--- src/sv/terminal_key_decoder_defines.svh ---
// ----------------------------------------------------------------------------
// terminal_key_decoder_defines
// Assertion macros used by the terminal key decoder core (tkd_core).
// ----------------------------------------------------------------------------
`ifndef TERMINAL_KEY_DECODER_DEFINES_SVH
`define TERMINAL_KEY_DECODER_DEFINES_SVH

// The consequent must hold in the same cycle as the antecedent.
`define TKD_ASSERT_IMPLY(lbl, clk, rst, ante, cons) \
   lbl: assert property (@(posedge clk) disable iff (rst) (ante) |-> (cons)) \
      else $error("tkd: same-cycle implication violated");

// The consequent must hold in the cycle after the antecedent.
`define TKD_ASSERT_NEXT(lbl, clk, rst, ante, cons) \
   lbl: assert property (@(posedge clk) disable iff (rst) (ante) |=> (cons)) \
      else $error("tkd: next-cycle implication violated");

`endif

--- src/sv/tkd_pkg.sv ---
// ----------------------------------------------------------------------------
// tkd_pkg
// Item types and codes of the terminal key decoder.
// ----------------------------------------------------------------------------
`default_nettype none

package tkd_pkg;

   localparam logic [1:0] KIND_BYTE    = 2'd0;
   localparam logic [1:0] KIND_TIMEOUT = 2'd1;
   localparam logic [1:0] KIND_EOF     = 2'd2;
   localparam logic [1:0] KIND_UNUSED  = 2'd3;

   localparam logic [4:0] KEY_NONE      = 5'd0;
   localparam logic [4:0] KEY_ESCAPE    = 5'd1;
   localparam logic [4:0] KEY_UP        = 5'd2;
   localparam logic [4:0] KEY_DOWN      = 5'd3;
   localparam logic [4:0] KEY_RIGHT     = 5'd4;
   localparam logic [4:0] KEY_LEFT      = 5'd5;
   localparam logic [4:0] KEY_HOME      = 5'd6;
   localparam logic [4:0] KEY_END       = 5'd7;
   localparam logic [4:0] KEY_DELETE    = 5'd8;
   localparam logic [4:0] KEY_PGUP      = 5'd9;
   localparam logic [4:0] KEY_PGDN      = 5'd10;
   localparam logic [4:0] KEY_EOF       = 5'd11;
   localparam logic [4:0] KEY_ENTER     = 5'd12;
   localparam logic [4:0] KEY_TAB       = 5'd13;
   localparam logic [4:0] KEY_BACKSPACE = 5'd14;
   localparam logic [4:0] KEY_CTRL      = 5'd15;
   localparam logic [4:0] KEY_CHAR      = 5'd16;

   localparam logic [7:0] BYTE_ESC = 8'h1b;
   localparam logic [7:0] BYTE_DEL = 8'd127;
   localparam logic [7:0] BYTE_SPACE = 8'h20;
   localparam logic [7:0] BYTE_HIGH = 8'h80;

   typedef struct packed {
      logic [1:0] kind;
      logic [7:0] data_byte;
   } req_item_type;

   typedef struct packed {
      logic [4:0]  key_kind;
      logic [7:0]  key_char;
      logic [31:0] text_bytes;
      logic [2:0]  text_length;
   } rsp_item_type;

   function automatic logic [4:0] final_letter_key(input logic [7:0] b);
      logic [4:0] k;
      k = KEY_NONE;
      unique case (b)
         "A": k = KEY_UP;
         "B": k = KEY_DOWN;
         "C": k = KEY_RIGHT;
         "D": k = KEY_LEFT;
         "H": k = KEY_HOME;
         "F": k = KEY_END;
         default: k = KEY_NONE;
      endcase
      return k;
   endfunction

   function automatic logic [4:0] digit_key(input logic [7:0] d);
      logic [4:0] k;
      k = KEY_NONE;
      unique case (d)
         "1", "7": k = KEY_HOME;
         "4", "8": k = KEY_END;
         "3":      k = KEY_DELETE;
         "5":      k = KEY_PGUP;
         "6":      k = KEY_PGDN;
         default:  k = KEY_NONE;
      endcase
      return k;
   endfunction

endpackage

`default_nettype wire

--- src/sv/tkd_core.sv ---
// ----------------------------------------------------------------------------
// tkd_core
// Decoder state machine: holds the sequence state and turns one item into
// at most one key event.
// ----------------------------------------------------------------------------
`default_nettype none
`include "terminal_key_decoder_defines.svh"

module tkd_core (
   input  wire logic                  clock,
   input  wire logic                  reset,
   input  wire logic                  step_en,
   input  wire tkd_pkg::req_item_type item,
   output logic                       emit,
   output tkd_pkg::rsp_item_type      result
);
   import tkd_pkg::*;

   typedef enum logic [2:0] {
      MODE_IDLE    = 3'd0,
      MODE_ESC     = 3'd1,
      MODE_BRACKET = 3'd2,
      MODE_DIGIT   = 3'd3,
      MODE_UTF8    = 3'd4
   } mode_type;

   mode_type    mode_ff, mode_in;
   logic [7:0]  pending_digit_ff, pending_digit_in;
   logic [31:0] text_store_ff, text_store_in;
   logic [2:0]  text_count_ff, text_count_in;
   logic [1:0]  bytes_left_ff, bytes_left_in;

   always_comb begin
      logic [7:0]  b;
      logic [1:0]  extra;
      logic [31:0] store;
      logic [2:0]  count;
      logic [1:0]  left;
      logic        send_text;
      logic [4:0]  k;

      b = item.data_byte;
      extra = 2'd0;
      store = text_store_ff;
      count = text_count_ff;
      left = bytes_left_ff;
      send_text = 1'b0;
      k = KEY_NONE;

      mode_in = mode_ff;
      pending_digit_in = pending_digit_ff;
      text_store_in = text_store_ff;
      text_count_in = text_count_ff;
      bytes_left_in = bytes_left_ff;
      emit = 1'b0;
      result = '0;

      if (step_en && item.kind != KIND_UNUSED) begin
         unique case (mode_ff)
            MODE_IDLE: begin
               if (item.kind == KIND_BYTE) begin
                  priority if (b == BYTE_ESC) begin
                     mode_in = MODE_ESC;
                  end else if (b == 8'd13 || b == 8'd10) begin
                     emit = 1'b1;
                     result.key_kind = KEY_ENTER;
                  end else if (b == 8'd9) begin
                     emit = 1'b1;
                     result.key_kind = KEY_TAB;
                  end else if (b == BYTE_DEL || b == 8'd8) begin
                     emit = 1'b1;
                     result.key_kind = KEY_BACKSPACE;
                  end else if (b < BYTE_SPACE) begin
                     emit = 1'b1;
                     result.key_kind = KEY_CTRL;
                     result.key_char = b + 8'h60;
                  end else begin
                     if (b >= BYTE_HIGH) begin
                        priority if ((b & 8'he0) == 8'hc0) begin
                           extra = 2'd1;
                        end else if ((b & 8'hf0) == 8'he0) begin
                           extra = 2'd2;
                        end else if ((b & 8'hf8) == 8'hf0) begin
                           extra = 2'd3;
                        end else begin
                           extra = 2'd0;
                        end
                     end
                     store = {24'd0, b};
                     count = 3'd1;
                     if (extra == 2'd0) begin
                        send_text = 1'b1;
                     end else begin
                        text_store_in = store;
                        text_count_in = count;
                        bytes_left_in = extra;
                        mode_in = MODE_UTF8;
                     end
                  end
               end else if (item.kind == KIND_EOF) begin
                  emit = 1'b1;
                  result.key_kind = KEY_EOF;
               end
            end
            MODE_UTF8: begin
               if (item.kind != KIND_BYTE) begin
                  send_text = 1'b1;
               end else begin
                  if (count < 3'd4) begin
                     store = store | ({24'd0, b} << {count[1:0], 3'b000});
                     count = count + 3'd1;
                  end
                  left = left - 2'd1;
                  if (left == 2'd0) begin
                     send_text = 1'b1;
                  end else begin
                     text_store_in = store;
                     text_count_in = count;
                     bytes_left_in = left;
                  end
               end
            end
            MODE_ESC: begin
               mode_in = MODE_IDLE;
               if (item.kind != KIND_BYTE) begin
                  emit = 1'b1;
                  result.key_kind = KEY_ESCAPE;
               end else if (b == "[" || b == "O") begin
                  mode_in = MODE_BRACKET;
               end else begin
                  emit = 1'b1;
               end
            end
            MODE_BRACKET: begin
               mode_in = MODE_IDLE;
               k = final_letter_key(b);
               if (item.kind != KIND_BYTE) begin
                  emit = 1'b1;
               end else if (k != KEY_NONE) begin
                  emit = 1'b1;
                  result.key_kind = k;
               end else if (b >= "0" && b <= "9") begin
                  pending_digit_in = b;
                  mode_in = MODE_DIGIT;
               end else begin
                  emit = 1'b1;
               end
            end
            MODE_DIGIT: begin
               mode_in = MODE_IDLE;
               pending_digit_in = 8'd0;
               emit = 1'b1;
               if (item.kind == KIND_BYTE && b == "~") begin
                  result.key_kind = digit_key(pending_digit_ff);
               end
            end
            default: begin
               mode_in = MODE_IDLE;
            end
         endcase

         if (send_text) begin
            emit = 1'b1;
            result.key_kind = KEY_CHAR;
            result.key_char = store[7:0];
            result.text_bytes = store;
            result.text_length = count;
            mode_in = MODE_IDLE;
            text_store_in = 32'd0;
            text_count_in = 3'd0;
            bytes_left_in = 2'd0;
         end
      end
   end

   always_ff @(posedge clock) begin
      if (reset) begin
         mode_ff <= MODE_IDLE;
         pending_digit_ff <= 8'd0;
         text_store_ff <= 32'd0;
         text_count_ff <= 3'd0;
         bytes_left_ff <= 2'd0;
      end else begin
         mode_ff <= mode_in;
         pending_digit_ff <= pending_digit_in;
         text_store_ff <= text_store_in;
         text_count_ff <= text_count_in;
         bytes_left_ff <= bytes_left_in;
      end
   end

   `TKD_ASSERT_IMPLY(a_idle_text_clear, clock, reset, mode_ff != MODE_UTF8, text_count_ff == 3'd0 && bytes_left_ff == 2'd0)
   `TKD_ASSERT_IMPLY(a_utf8_fill, clock, reset, mode_ff == MODE_UTF8, bytes_left_ff != 2'd0 && text_count_ff != 3'd0 && text_count_ff + 3'(bytes_left_ff) <= 3'd4)
   `TKD_ASSERT_IMPLY(a_char_length, clock, reset, emit && result.key_kind == KEY_CHAR, result.text_length != 3'd0 && result.text_length <= 3'd4)
   `TKD_ASSERT_NEXT(a_step_holds_state, clock, reset, !step_en, $stable(mode_ff) && $stable(text_store_ff))

endmodule

`default_nettype wire

--- src/sv/terminal_key_decoder.sv ---
// ----------------------------------------------------------------------------
// terminal_key_decoder: raw terminal byte stream to key events.
// Each accepted item is registered in in_item_ff; its key event, if any, in rsp_item_ff.
// Throughput: one item per cycle; a result held by rsp_ready stalls the input.
// Reset: synchronous; returns to idle with empty UTF-8 collection.
// ----------------------------------------------------------------------------
`default_nettype none

module terminal_key_decoder (
   input  wire logic                  clock,
   input  wire logic                  reset,
   input  wire logic                  req_valid,
   output logic                       req_ready,
   input  wire tkd_pkg::req_item_type req_item,
   output logic                       rsp_valid,
   input  wire logic                  rsp_ready,
   output tkd_pkg::rsp_item_type      rsp_item
);
   import tkd_pkg::*;

   logic         in_valid_ff, in_valid_in;
   req_item_type in_item_ff;
   logic         rsp_valid_ff, rsp_valid_in;
   rsp_item_type rsp_item_ff;
   logic         advance;
   logic         core_emit;
   rsp_item_type core_result;

   assign advance = in_valid_ff && (!rsp_valid_ff || rsp_ready);
   assign req_ready = !in_valid_ff || advance;

   tkd_core u_core (
      .clock  (clock),
      .reset  (reset),
      .step_en(advance),
      .item   (in_item_ff),
      .emit   (core_emit),
      .result (core_result)
   );

   always_comb begin
      in_valid_in = in_valid_ff;
      if (req_valid && req_ready) begin
         in_valid_in = 1'b1;
      end else if (advance) begin
         in_valid_in = 1'b0;
      end
      rsp_valid_in = rsp_valid_ff;
      if (advance) begin
         rsp_valid_in = core_emit;
      end else if (rsp_ready) begin
         rsp_valid_in = 1'b0;
      end
   end

   always_ff @(posedge clock) begin
      if (reset) begin
         in_valid_ff <= 1'b0;
         rsp_valid_ff <= 1'b0;
      end else begin
         in_valid_ff <= in_valid_in;
         rsp_valid_ff <= rsp_valid_in;
      end
      if (req_valid && req_ready) begin
         in_item_ff <= req_item;
      end
      if (advance && core_emit) begin
         rsp_item_ff <= core_result;
      end
   end

   assign rsp_valid = rsp_valid_ff;
   assign rsp_item = rsp_item_ff;

endmodule

`default_nettype wire
--- config.mk ---
export PLATFORM = sky130hd
export DESIGN_NAME = terminal_key_decoder
export DESIGN_NICKNAME = d
export VERILOG_FILES = /design/src/sv/tkd_pkg.sv /design/src/sv/tkd_core.sv /design/src/sv/terminal_key_decoder.sv
export VERILOG_INCLUDE_DIRS = /design/src /design/src/sv
export SDC_FILE = /design/constraint.sdc
export NUM_CORES = 1
export LEC_CHECK = 0
export ABC_AREA = 1
export BUFFER_PORTS_ARGS = -buffer_cell sky130_fd_sc_hd__clkbuf_2
export CORE_UTILIZATION = 59
export CTS_CLUSTER_SIZE = 30
export DETAILED_ROUTE_END_ITERATION = 6
export GPL_TIMING_DRIVEN = 0
export PLACE_DENSITY_LB_ADDON = 0.15
export SKIP_CTS_REPAIR_TIMING = 1
export SYNTH_ARGS = -nofsm -noshare
export SYNTH_HDL_FRONTEND = slang
export SYNTH_SLANG_ARGS = --single-unit
--- constraint.sdc ---
create_clock -name clock -period 3.7 [get_ports clock]
set_input_delay 0.925 -clock clock [delete_from_list [all_inputs] [get_ports clock]]
set_output_delay 0.925 -clock clock [all_outputs]
set_load 0.02 [all_outputs]
# Word-level counts from Yosys, hierarchy flattened
# Index checks and enable logic that the tools add are counted.
[totals] ff_bits=108 out_inout_bits=50
[classes] n_reduce_logical=30 addsub=3 shifts=1 n_lt_le_gt_ge=5 bitwise_logic=2 n_eq_ne=49 mux=133
[op_table] operator="32-bit 2-to-1 mux" count=18
[op_table] operator="32-bit case mux with 2 select lines" count=2
[op_table] operator="3-bit 2-to-1 mux" count=28
[op_table] operator="8-bit by 7-bit equality test with 1-bit output (second input constant)" count=10
[op_table] operator="8-bit 2-to-1 mux" count=8
[op_table] operator="8-bit by 6-bit equality test with 1-bit output (second input constant)" count=7
[op_table] operator="2-bit 2-to-1 mux" count=25
[op_table] operator="48-bit 2-to-1 mux" count=1
[op_table] operator="5-bit 2-to-1 mux" count=9
[op_table] operator="8-bit by 4-bit equality test with 1-bit output (second input constant)" count=4
[op_table] operator="32-bit bitwise OR" count=1
[op_table] operator="8-bit by 5-bit << shifter with 32-bit output" count=1
[op_table] operator="1-bit 2-to-1 mux" count=29
[op_table] operator="3-bit != test (second input constant)" count=8
[op_table] operator="4-bit by 3-bit != test with 1-bit output (second input constant)" count=5
[op_table] operator="4-bit case mux with 5 select lines" count=1
[op_table] operator="5-bit case mux with 4 select lines" count=1
[op_table] operator="3-bit case mux with 6 select lines" count=1
[op_table] operator="8-bit case mux with 2 select lines" count=1
[op_table] operator="13-bit 2-to-1 mux" count=1
[op_table] operator="12-bit 2-to-1 mux" count=1
[op_table] operator="3-bit case mux with 2 select lines" count=2
[op_table] operator="3-bit case mux with 4 select lines" count=1
[op_table] operator="11-bit AND reduction" count=1
[op_table] operator="other kinds (35)" count=57

# Depth between registers and ports, before layout
[depth] word_depth=26 mapped_depth=14 ltp_nobuf=13

# By module
# Synthesis repeated with hierarchy kept, for this count alone.
[unflattened] hier_cells=847 hier_area_um2=6162.2
[by_module_without_submodules] module="tkd_core" area_each_um2=4311.6 n_inst=1 cells_each=771
[by_module_without_submodules] module="terminal_key_decoder" area_each_um2=1850.5 n_inst=1 cells_each=76

# Worst setup path before layout
# OpenSTA, ideal clock, no wires.
[synth_timing] path_kind="input to register" start="input port rsp_ready" end="register rsp_item_ff (netlist bit rsp_item[0]) (enable)" setup_ns=0.402 cell_stages=6 path_slack_ns=0.965 arrival_time_ns=2.333 path_buffers=0 cell_sequence="inv_1 nand2_1 nand2_2 a21oi_4 nand2_1 inv_1"
[synth_via] elab_chain_len=5
[synth_lines] element="from (decl)" line="terminal_key_decoder.sv:16" rtl="input wire logic rsp_ready,"
[synth_lines] element="1-bit logical OR *" line="terminal_key_decoder.sv:29" rtl="assign advance = in_valid_ff && (!rsp_valid_ff || rsp_ready);"
[synth_lines] element="1-bit logical AND *" line="terminal_key_decoder.sv:29"
[synth_lines] element="1-bit logical AND" line="tkd_core.sv:58" rtl="if (step_en && item.kind != KIND_UNUSED) begin"
[synth_lines] element="1-bit 2-to-1 mux" line="tkd_core.sv:58"
[synth_lines] element="1-bit logical AND *" line="terminal_key_decoder.sv:67" rtl="if (advance && core_emit) begin"
[synth_lines] element="to (signal assigned)" line="terminal_key_decoder.sv:68" rtl="rsp_item_ff <= core_result;"
[synth_lines] element="to (decl)" line="terminal_key_decoder.sv:24" rtl="rsp_item_type rsp_item_ff;"
# Mark *: on every way between the ends. The rest lies on a longest branch, timed or not.
# A chain may end at the register's enable or synchronous reset.

# Worst setup path after layout
[layout_timing] start="register in_item_ff[5] (netlist bit)" end="register rsp_item_ff (netlist bit rsp_item[26]) (enable)"
[layout_via] elab_chain_len=26 elab_cells_between_ends=66 cone_classes="order compare (4); eq/ne (17); mux (38); reduce/logical (7)"
[layout_lines] element="from (decl)" line="terminal_key_decoder.sv:22" rtl="req_item_type in_item_ff;"
[layout_lines] element="from (signal assigned)" line="terminal_key_decoder.sv:65" rtl="in_item_ff <= req_item;"
[layout_lines] element="5-bit equality test" line="tkd_core.sv:83" rtl="end else if ((b & 8'hf8) == 8'hf0) begin"
[layout_lines] element="2-bit 2-to-1 mux" line="tkd_core.sv:83"
[layout_lines] element="2-bit 2-to-1 mux" line="tkd_core.sv:81" rtl="end else if ((b & 8'hf0) == 8'he0) begin"
[layout_lines] element="2-bit 2-to-1 mux" line="tkd_core.sv:79" rtl="priority if ((b & 8'he0) == 8'hc0) begin"
[layout_lines] element="2-bit 2-to-1 mux" line="tkd_core.sv:78" rtl="if (b >= BYTE_HIGH) begin"
[layout_lines] element="2-bit 2-to-1 mux" line="tkd_core.sv:73" rtl="end else if (b < BYTE_SPACE) begin"
[layout_lines] element="2-bit 2-to-1 mux" line="tkd_core.sv:70" rtl="end else if (b == BYTE_DEL || b == 8'd8) begin"
[layout_lines] element="2-bit 2-to-1 mux" line="tkd_core.sv:67" rtl="end else if (b == 8'd9) begin"
[layout_lines] element="(+10 left out)"
[layout_lines] element="1-bit 2-to-1 mux" line="tkd_core.sv:64" rtl="end else if (b == 8'd13 || b == 8'd10) begin"
[layout_lines] element="1-bit 2-to-1 mux" line="tkd_core.sv:62" rtl="priority if (b == BYTE_ESC) begin"
[layout_lines] element="1-bit 2-to-1 mux" line="tkd_core.sv:61" rtl="if (item.kind == KIND_BYTE) begin"
[layout_lines] element="1-bit case mux with 2 select lines" line="tkd_core.sv:59" rtl="unique case (mode_ff)"
[layout_lines] element="1-bit 2-to-1 mux" line="tkd_core.sv:58"
[layout_lines] element="1-bit 2-to-1 mux *" line="tkd_core.sv:162" rtl="if (send_text) begin"
[layout_lines] element="1-bit 2-to-1 mux *" line="tkd_core.sv:58"
[layout_lines] element="1-bit logical AND *" line="terminal_key_decoder.sv:67"
# Mark *: on every way between the ends. The rest lies on a longest branch, timed or not. The select of a mux whose other input is x is not followed.

==> flow_summary.yaml <==
synth:
  yosys_warnings: 0
  ys_ff_latch: 108
  yosysUniqueCellTypes: 36
  syn-cell-area_mm2: 0.00598
  yosysSeqAreaShare_pct: 45.9
  syn_area_per_cell_um2: 7.48
  netlist_instances: 799
  synthesis.nets: 818
pwr:
  p_leak_nw: 2.80
  totalPowerFinal_w: 0.00238
  p_per_area_mw_per_mm2: 357
  irDropWorstVdd_uv: 268
critical_path:
  path_cells: "inv_2, ha_1, nand2_1, nand3_1, nor2_4, a21oi_4, nand3_1, nand2_1, inv_2, buf_12"
  crit_fanout: 28
  crit_path_start: "in_item_ff[5]"
  cp-start-kind: "flop"
  r2r_setup_slack_ns: 1.00
  r2r-end: "rsp_item[26]"
  cpMaxStageDelayCell: "edfxtp_1"
  timing.rr.start: "in_item_ff[5]"
  rr_worst_depth: 10
  critical_path.max_stage_delay_ns: 0.52
  arrival_ns: 2.80
  critPathKind: "flop to flop"
  worstSetupEndpoint: "rsp_item[26]"
  critPathCaptureType: "flop"
  cp.required_ns: 3.80
grt:
  grt_first_pass_wirelength_um: 23800
  antenna_found_initial: 0
  first_global_vias: 5014
  grt_overflow: 0
  track_usage_pct: 30.1
  grt_max_degree: 29
final_layout:
  nets: 893
  n_fill_cell: 876
  syn_to_final_growth_pct: 11.7
  final_common_cell: "nand2_1"
  drive_above_1_share_pct: 16.6
  final_cell_mix: "183 x nand2_1, 123 x nor2_1, 107 x inv_1, 63 x clkbuf_2, 58 x edfxtp_1"
  antenna_cells: 0
min_path:
  hold_class: "flop to flop"
  whs_path_depth: 2
sta:
  fin_skew_ns: 0.0160
  rsz0062_at_grt: "no"
  fmax_mhz: 370
  max_slew.worst_pin.slew_ns: 0.581
  period_share_pct: 73.0
  slew_headroom_pct: 61.2
  setup_viol: 0
  min_period_ns: 2.70
  slew_viol_final: 0
  whs_ns: 0.446
  hold_viol_final: 0
  final.setup.tns_ns: 0
clock_tree:
  clockBufferDepth: 2
  cts_root_buf: "clkbuf_8"
  cts_sinks: 108
  htree_num_levels: 3
  cts_buffers: 9
  clock_latency_ns: 0.40
  path_clk_slew_ns: 0.10
  cts_tree: "built"
routing:
  viasPerCell: 5.49
  routedWlPerCell_um: 15.0
  drc_errors: 0
  wl_um: 15200
  ant_nets: 0
  vias: 5554
  drtIter0Drc: 448
  dr.pass1.iters: 5
die:
  dieArea_mm2: 0.0105
  die_x_um: 103
  core_area_mm2: 0.00977
  start_util_pct: 61.1
  rows: 36
  io-pin-count: 64
  dieHeight_um: 103
placement:
  dp_hpwl_um: 11100
  portBuffers: 63
  place_congestion: 0.928
outcome:
  status: "complete, no violations"
flow_run:
  drv_cap: 0
stage by stage:
stage | setup slack [ns] | std cells | cell area [µm²] | util, %
2_1_floorplan | 0.965 | 799 | 5980 | -
3_3_place_gp | 0.279 | 995 | 6460 | 66.1
3_5_place_dp | 0.952 | 996 | 6480 | 66.3
4_1_cts | 0.969 | 1012 | 6670 | 68.3
5_1_grt | 0.839 | 1012 | 6670 | 68.3
6_report | 1.00 | 1012 | 6670 | 68.3
report_power, final:
part	switching [W]	internal (W)	leakage (nW)
clock network	0.000436	0.000276	0.0927
logic	0.000251	0.0000992	1.78
registers	0.0000215	0.00130	0.928
total	0.000709	0.00167	2.80
worst max-delay path: cells and delay by family (launching register included):
| family | cells | cell delay, ns |
|---|---|---|
| buffers and inverters | 3 | 0.85 |
| and+or+nand+nor | 5 | 0.66 |
| DFF | 1 | 0.52 |
| adders and majority gates | 1 | 0.24 |
| AOI/OAI and AO/OA | 1 | 0.12 |
routing by layer:
| layer | global-route usage (%) | part of all wire (%) | vias up |
|---|---|---|---|
| met5 | 0 | 0 | - |
| li1 | - | - | 2702 |
| met3 | 5.08 | 8.6 | 30 |
| met4 | 12.1 | 2.1 | 0 |
| met1 | 40.3 | 43 | 2581 |
| met2 | 48.4 | 46 | 241 |
synthesized netlist by cell type:
master      n  area [µm²]
a211oi_2    1        12.5
a21oi_1    51         255
a21oi_4     2        32.5
a31oi_1     4        25.0
buf_2      10        50.1
buf_4       5        37.5
buf_6       7        78.8
clkbuf_1   10        37.5
clkinv_1    2        7.51
dfxtp_1    50        1000
edfxtp_1   58        1740
ha_1        5        62.6
inv_1     108         405
inv_2       5        18.8
inv_4       3        18.8
mux2i_1     1        10.0
nand2_1   183         687
nand2_2     8        50.1
nand2_4     3        33.8
nand3_1    49         245
nand3_2     1        10.0
nand3_4     1        17.5
nand4_1     5        31.3
nor2_1    123         462
nor2_2     15        93.8
nor2_4      3        33.8
nor3_1     14        70.1
nor4_1      2        12.5
o211ai_1    2        15.0
o21ai_0    37         185
o21ai_1     3        15.0
o21ai_4     1        16.3
o21bai_1   24         180
o22ai_1     1        6.26
o311ai_0    1        8.76
xor2_1      1        8.76
worst min-delay path by stage:
stage	start	end	slack [ns]
after detailed placement	u_core.pending_digit_ff[7]	u_core.pending_digit_ff[7]	0.43
after global routing	u_core.pending_digit_ff[7]	u_core.pending_digit_ff[7]	0.47
after global placement	u_core.pending_digit_ff[7]	u_core.pending_digit_ff[7]	0.43
after floorplan	u_core.pending_digit_ff[7]	u_core.pending_digit_ff[7]	0.42
final	u_core.pending_digit_ff[7]	u_core.pending_digit_ff[7]	0.45
after CTS	u_core.pending_digit_ff[7]	u_core.pending_digit_ff[7]	0.45
cell type report:
class                   count  area (µm²)  area share, %
plain buffers              32         204           3.06
inverters                 118         450           6.75
clock buffers              10         138           2.06
clock inverters             6        57.6          0.862
well taps                 133         166           2.49
flip-flops and latches    108        2740           41.1
multi-input cells         541        2580           38.7
repair buffers             64         335           5.02
sequential cells by signal (all words and copies together), names as in the netlist:
| signal | cells |
|---|---|
| rsp_item | 48 |
| u_core.text_store_ff | 32 |
| in_item_ff | 10 |
| u_core.pending_digit_ff | 8 |
| u_core.mode_ff | 3 |
| u_core.text_count_ff | 3 |
| u_core.bytes_left_ff | 2 |
| in_valid_ff | 1 |
| rsp_valid | 1 |
cells by family after synthesis:
group                      Yosys count  share of synthesized area [%]
and+or+nand+nor                    407                           29.2
buffers and inverters              150                           10.9
adders and majority gates            5                           1.05
AOI/OAI and AO/OA                  127                           12.6
muxes                                1                          0.167
DFF                                108                           45.9
xor gates and xnor gates             1                          0.147
Power figures use the tool's default switching activity.
